`config.mk`:
```
export PLATFORM = sky130hd
export DESIGN_NAME = scqra_ram
export DESIGN_NICKNAME = d
export VERILOG_FILES = /design/src/rtl/core/scqra_ram.sv
export SDC_FILE = /design/constraint.sdc
export NUM_CORES = 1
export LEC_CHECK = 0
export BUFFER_PORTS_ARGS = -buffer_cell sky130_fd_sc_hd__buf_2
export CORE_MARGIN = 5
export CORE_UTILIZATION = 60
export CTS_CLUSTER_DIAMETER = 200
export DETAILED_ROUTE_END_ITERATION = 8
export PLACE_DENSITY = 0.78
export SLEW_MARGIN = 20
export SYNTH_ARGS = -nofsm -noshare
export SYNTH_HDL_FRONTEND = slang
export SYNTH_SLANG_ARGS = --single-unit
```
`constraint.sdc`:
```
create_clock -name clk -period 2.1 [get_ports clk]
set_input_delay 0.42 -clock clk [delete_from_list [all_inputs] [get_ports clk]]
set_output_delay 0.42 -clock clk [all_outputs]
set_load 0.05 [all_outputs]
```
`src/rtl/core/scqra_ram.sv`:
```
`default_nettype none
module scqra_ram #(
  parameter int WIDTH = 8,
  parameter int DEPTH = 16
) (
  input  wire logic                     clk,
  input  wire logic                     we,
  input  wire logic [$clog2(DEPTH)-1:0] waddr,
  input  wire logic [WIDTH-1:0]         wdata,
  input  wire logic                     re,
  input  wire logic [$clog2(DEPTH)-1:0] raddr,
  output logic      [WIDTH-1:0]         rdata
);

  logic [WIDTH-1:0] mem [DEPTH];

  always_ff @(posedge clk) begin
    if (we) begin
      mem[waddr] <= wdata;
    end
    if (re) begin
      rdata <= mem[raddr];
    end
  end

endmodule
`default_nettype wire

```
==> results.sh, run 1 <==
export IMPL_clock_sinks=136
export IMPL_crit_chain="mux4_2 -> a22oi_1 -> nand2_1"
export IMPL_insertion_delay_ps=520
export IMPL_fill_cells=500
export IMPL_post_dp_hpwl_mm=5.801
export IMPL_pwr_share_seq_pct=49.3
export IMPL_ys_warnings_count=0
export IMPL_outcome="complete, no violations"
export IMPL_ir_drop_uv=630.6
export IMPL_required_ps=2360
export IMPL_holdPathEnd="rdata[1]"
export IMPL_endpoint_kind="register"
export IMPL_design_power_total_mw=6.235
export IMPL_htree_levels=4
export IMPL_ff2ff_path_depth=3
export IMPL_relSlewSlack_pct=63.94
export IMPL_numCtsBuffers=17
export IMPL_num_nets_final=303
export IMPL_synth_cell_types=18
export IMPL_post_cts_resize_count=0
export IMPL_die_w_um=103.3
export IMPL_finalSetupTns_ps=0
export IMPL_switchingPower_mw=1.260
export IMPL_wl_mm=9.580
export IMPL_n_antenna_cell=0
export IMPL_rsz0062_at_grt="no"
export IMPL_slew_viol_final=0
export IMPL_p_clk_share_pct=45.5
export IMPL_drive_gt1_share_pct=31.76
export IMPL_reg2reg_slack_ps=520
export IMPL_ys_seq_elements=136
export IMPL_max_freq_mhz=633.3
export IMPL_hold_violations=0
export IMPL_syn_cell_area_um2=5228
export IMPL_root_buffer="clkbuf_8"
export IMPL_fin_skew_ps=8.059
export IMPL_cts_setup_buffers=0
export IMPL_cts_tree="built"
export IMPL_synth_cells=229
export IMPL_hold_path_cell_count=1
export IMPL_cap_violations=0
export IMPL_preCtsSetupSlack_ps=135.5
export IMPL_power_internal_mw=4.975
export IMPL_finalCritPeriodShare_pct=75.20
export IMPL_worst_pin_slew_ps=538.9
export IMPL_pin_count=27
export IMPL_period_needed_ps=1579
export IMPL_path_class="reg -> reg"
export IMPL_cp_slowest_stage_delay_ps=510
export IMPL_drc=0
export IMPL_drt_iter0_drc=180
export IMPL_finalSetupViolCount=0
export IMPL_path_max_fanout=1
export IMPL_start_kind="register"
export IMPL_synth_top_cell_area_share_pct=78.12
export IMPL_reg2reg_to="rdata[6]"
export IMPL_p_leak_nw=2.107
export IMPL_start_util_pct=60.83
export IMPL_grt_usage_pct=20.70
export IMPL_crit_arrival_ps=1840
export IMPL_combPwrFrac_pct=5.2
export IMPL_regArea_um2=4084
export IMPL_p_per_area_nw_per_um2=1011
export IMPL_gr_total_overflow=0
export IMPL_die_y_um=103.3
export IMPL_syn_nets=248
export IMPL_antenna_found_initial=0
export IMPL_synth_area_leaders="edfxtp_1 78%, mux4_2 7.8%, mux4_1 7.0%"
export IMPL_drtPass1Iterations=4
export IMPL_core_um2=8593
export IMPL_first_global_vias=2587
export IMPL_dieArea_um2=10680
export IMPL_worst_slack_ps=520.9
export IMPL_ant_nets=0
export IMPL_area_delta_synth_final_pct=17.98
export IMPL_final_design_area_no_fill_um2=6167
export IMPL_final_core_util_pct=71.77
export IMPL_hold_buffers=0
export IMPL_worstReg2RegStart="mem[2][6]"
export IMPL_slowest_stage="mux4_2"
export IMPL_dr_total_vias=2462
export IMPL_grt_pass1_wl_mm=15.08
export IMPL_io_buffers=26
export IMPL_syn_avg_cell_area_um2=22.83
export IMPL_min_from="re"
export IMPL_grt_max_degree=33
export IMPL_multi_input_area_um2=1057
export IMPL_routabilityCongestion=0.7717
export IMPL_rows=34
export IMPL_avgRoutedWirePerCell_um=23.71
export IMPL_placed_area_um2=5594
export IMPL_vias_per_cell=6.094
export IMPL_hold_class="in -> reg"
export IMPL_swShare_pct=20.22
export IMPL_ys_seq_area_share_pct=78.12
export IMPL_cts_buffer_depth=2
export IMPL_clk_pin_slew_worst_paths_ps=60
export IMPL_yosysTopAreaCell="edfxtp_1"
power groups by stage:
stage / clock (mW) / sequential (mW) / combinational [mW]
final: 2.84 / 3.07 / 0.325
after global routing: 3.01 / 3.08 / 0.351
after CTS: 2.88 / 3.07 / 0.330
after detailed placement: 0 / 3.13 / 0.326
after global placement: 0 / 3.13 / 0.317
after floorplan: 0 / 3.17 / 0.154
stage by stage:
step                hold slack [ps]  cells
floorplan                     518.9    229
global placement              727.7    373
detailed placement            743.8    373
CTS                           229.1    404
global route                  221.3    404
finish                        238.9    404
registers in the layout, indices dropped and copies added (netlist names):
signal / flops
mem: 128
rdata: 8
area by class of cell:
type	count	share of cell area, %
timing repair buffer	46	5.153
clock buffer	18	6.776
clock inverter	13	2.516
tap	108	2.191
multi-input combinational	83	17.14
sequential	136	66.22
how the worst max path moves through the flow:
stage                     slack [ps]  cells after the start       from   endpoint
after detailed placement         140                      5   raddr[0]   rdata[1]
after floorplan                  190                      2   waddr[2]  mem[0][0]
after CTS                        510                      3  mem[2][6]   rdata[6]
after global placement           150                      5   raddr[0]   rdata[1]
final                            520                      3  mem[2][6]   rdata[6]
after global routing             470                      3  mem[2][6]   rdata[6]
cell usage after synthesis, drive strengths merged:
cell,number
nand3,1
a22oi,16
and2b,1
nor2b,1
buf,7
nand2b,2
nor3,4
or3b,1
nand3b,2
nor2,13
mux4,32
edfxtp,136
and2,1
nand2,9
clkdlybuf4s25,3
metal layers:
| metal | share of wire [%] | up-vias | track usage, % |
|---|---|---|---|
| met5 | 0 | - | 0 |
| li1 | - | 1097 | - |
| met2 | 50 | 107 | 31.52 |
| met4 | 2.0 | 0 | 8.865 |
| met1 | 41 | 1242 | 27.62 |
| met3 | 6.9 | 16 | 7.109 |
logic make-up after synthesis:
logic type             share of synthesized area [%]
buffers and inverters                          1.651
AO/OA/AOI/OAI                                  2.298
AND/OR/NAND/NOR                                3.136
flip-flops                                     78.12
multiplexers                                   14.79
placed cells by master (no fill, tap or decap):
| cell type | instances |
|---|---|
| a22oi_1 | 16 |
| and2_1 | 1 |
| and2b_1 | 1 |
| buf_12 | 3 |
| buf_2 | 26 |
| buf_4 | 17 |
| bufinv_16 | 3 |
| clkbuf_1 | 1 |
| clkbuf_16 | 16 |
| clkbuf_8 | 1 |
| clkinv_1 | 1 |
| clkinv_2 | 4 |
| clkinv_4 | 2 |
| clkinvlp_4 | 2 |
| edfxtp_1 | 136 |
| inv_6 | 1 |
| mux4_1 | 14 |
| mux4_2 | 18 |
| nand2_1 | 9 |
| nand2b_1 | 2 |
| nand3_1 | 1 |
| nand3b_1 | 2 |
| nor2_1 | 13 |
| nor2b_1 | 1 |
| nor3_1 | 4 |
| or3b_2 | 1 |
worst max-delay path: cells and delay by family, from the launching register on:
family             cells  cell delay [ps]
DFF                    1              410
and+or+nand+nor        1              110
muxes                  1              510
AOI/OAI and AO/OA      1              280
Power figures use the tool's default switching activity.
==> run 2: changes to the inputs <==
- ABC_AREA: not set -> 1
- clock period: 2.1 -> 1.6 ns (I/O delays scaled with it)
==> run 2 against run 1 <==
  * Global-route usage rose by 3.3 points
  * First-iteration DRC count rose by 72%
  * Synthesized area rose by 12%
  * Worst setup slack got worse by 400 ps
  * Sequential cell count did not move
  * Largest cell class unchanged
  * Sequential power rose by 32%
  * Combinational power rose by 69%
  * Synthesized cell count rose by 140%
  * Via count rose by 58%
==> results.sh, run 2 <==
export IMPL_grt_pass1_wl_mm=20.45
export IMPL_synth_area_leaders="edfxtp_1 70%, nand2_1 11%, nand3_1 8.3%"
export IMPL_worstReg2RegStart="mem[9][1]"
export IMPL_n_antenna_cell=0
export IMPL_root_buffer="clkbuf_8"
export IMPL_start_util_pct=60.66
export IMPL_wl_mm=12.72
export IMPL_combPwrFrac_pct=6.6
export IMPL_startpoint="rdata[6]"
export IMPL_first_global_vias=3896
export IMPL_grt_max_degree=40
export IMPL_antenna_found_initial=0
export IMPL_crit_arrival_ps=1160
export IMPL_post_cts_resize_count=0
export IMPL_htree_levels=4
export IMPL_path_max_fanout=1
export IMPL_clk_pin_slew_worst_paths_ps=60
export IMPL_largest_register_ffs=128
export IMPL_required_ps=1280
export IMPL_syn_avg_cell_area_um2=10.61
export IMPL_hold_ws_ps=151.6
export IMPL_syn_nets=570
export IMPL_layout_cells_non_filler=741
export IMPL_critPathTopFamily="flip-flops"
export IMPL_core_um2=9639
export IMPL_grt_usage_pct=23.96
export IMPL_drtPass1Iterations=5
export IMPL_drt_iter0_drc=309
export IMPL_die_y_um=108.7
export IMPL_fin_skew_ps=5.822
export IMPL_top_register="mem"
export IMPL_relSlewSlack_pct=59.59
export IMPL_mostFrequentLayoutCells="173 x nand2_1, 136 x edfxtp_1, 100 x inv_1, 97 x nand3_1, 26 x buf_2"
export IMPL_ir_drop_uv=742.4
export IMPL_grt_use_met3_pct=6.394
export IMPL_cap_violations=0
export IMPL_synthArstFlopShare_pct=0
export IMPL_crit_chain="buf_2"
export IMPL_finalCritPeriodShare_pct=92.70
export IMPL_hold_buffers=0
export IMPL_hold_path_cell_count=1
export IMPL_grtUsageMet1_pct=31.20
export IMPL_synth_flop_cell="edfxtp_1"
export IMPL_hold_violations=0
export IMPL_cts_buffer_depth=2
export IMPL_worst_pin_slew_ps=605.3
export IMPL_rsz0062_at_grt="no"
export IMPL_cp_slowest_stage_delay_ps=400
export IMPL_pwr_share_seq_pct=48.4
export IMPL_period_needed_ps=1483
export IMPL_min_from="re"
export IMPL_swShare_pct=21.92
export IMPL_insertion_delay_ps=530
export IMPL_yosysTopAreaCell="edfxtp_1"
export IMPL_power_internal_mw=6.509
export IMPL_ys_seq_area_share_pct=69.85
export IMPL_synthTopCellsByCount="173 x nand2_1, 136 x edfxtp_1, 100 x inv_1"
export IMPL_crit_buf_inv=1
export IMPL_p_per_area_nw_per_um2=1232
export IMPL_numCtsBuffers=17
export IMPL_syn_cell_area_um2=5847
export IMPL_reg_largest_list="mem (128), rdata (8)"
export IMPL_dr_total_vias=3893
export IMPL_gr_total_overflow=0
export IMPL_endpoint_kind="output port"
export IMPL_use_met2_pct=38.31
export IMPL_synth_cell_types=11
export IMPL_routabilityCongestion=0.8529
export IMPL_synth_cells=551
export IMPL_dp_cells=710
export IMPL_io_buffers=26
export IMPL_finalSetupViolCount=0
export IMPL_vias_per_cell=5.254
export IMPL_drc=0
export IMPL_hold_class="in -> reg"
export IMPL_dieArea_um2=11820
export IMPL_drive_gt1_share_pct=13.32
export IMPL_finalSetupTns_ps=0
export IMPL_slew_viol_final=0
export IMPL_ant_nets=0
export IMPL_pin_count=27
export IMPL_path_depth=1
export IMPL_holdPathEnd="rdata[3]"
export IMPL_num_nets_final=615
export IMPL_cts_tree="built"
export IMPL_start_kind="register"
export IMPL_area_delta_synth_final_pct=15.73
export IMPL_cts_setup_buffers=0
export IMPL_slowest_stage="edfxtp_1"
export IMPL_busiest_layer="met2"
export IMPL_synth_top_cell_area_share_pct=69.85
export IMPL_clock_sinks=136
export IMPL_rows=36
export IMPL_ys_seq_elements=136
export IMPL_ff2ff_path_depth=6
export IMPL_path_class="reg -> out"
export IMPL_die_w_um=108.7
export IMPL_reg2reg_to="rdata[1]"
export IMPL_switchingPower_mw=1.827
export IMPL_reg2reg_slack_ps=400
export IMPL_synth_edf_count=136
export IMPL_post_dp_hpwl_mm=7.917
export IMPL_p_leak_nw=2.943
export IMPL_avgRoutedWirePerCell_um=17.17
export IMPL_mostFrequentLayoutCell="nand2_1"
export IMPL_max_freq_mhz=674.2
export IMPL_outcome="complete, no violations"
export IMPL_ys_warnings_count=0
export IMPL_p_clk_share_pct=45.0
export IMPL_yosysMostFrequentCell="nand2_1"
run 2: layout make-up:
type                    instances  area (um2)
repair buffers                 50       347.8
multi-input cells             289        1214
inverters                     102       382.9
well taps                     133       166.4
flip-flops and latches        136        4084
clock buffers                  17       414.1
fillers                       709        2873
clock inverters                14       157.7
run 2: worst max path at each step:
stage / endpoint / slack, ps
floorplan: mem[10][0] / 330
CTS: rdata[6] / 80
detailed placement: rdata[4] / 50
finish: rdata[6] / 120
global placement: rdata[4] / 70
global route: rdata[6] / 70
run 2: power by group through the flow:
| stage | Sequential [mW] | Combinational (mW) | Clock (mW) |
|---|---|---|---|
| finish | 4.04 | 0.548 | 3.75 |
| detailed placement | 4.11 | 0.543 | 0 |
| CTS | 4.04 | 0.548 | 3.81 |
| floorplan | 4.17 | 0.281 | 0 |
| global placement | 4.11 | 0.533 | 0 |
| global route | 4.04 | 0.601 | 3.96 |
run 2: cells by family after synthesis:
logic type    Yosys count  synth area share (%)
buf+inv               126                 9.394
flops                 136                 69.85
simple gates          289                 20.76
run 2: through the flow:
stage / util, % / total power, mW / worst slack (ps) / cell area, um2
after detailed placement: 64.27 / 4.653 / 46.68 / 6195
after CTS: 70.20 / 8.396 / 84.15 / 6766
final: 70.20 / 8.336 / 116.8 / 6766
after global routing: 70.20 / 8.601 / 74.26 / 6766
after floorplan: - / 4.448 / 329.2 / 5847
after global placement: 64.27 / 4.640 / 74.43 / 6195
run 2: worst reg2reg max path, cell delays in order, from the launching register on:
cell and delay [ps]:
edfxtp_1 360, inv_1 70, nand2_1 50, nand3_1 100, nand3_1 140, nand3_1 140, nand2_1 90
run 2: layer usage:
metal	share of wire, %	up-vias	wire length [um]
met4	2.4	0	309
met3	8.5	23	1081
met5	0	-	0
met2	49	171	6184
met1	40	1831	5146
li1	-	1868	-
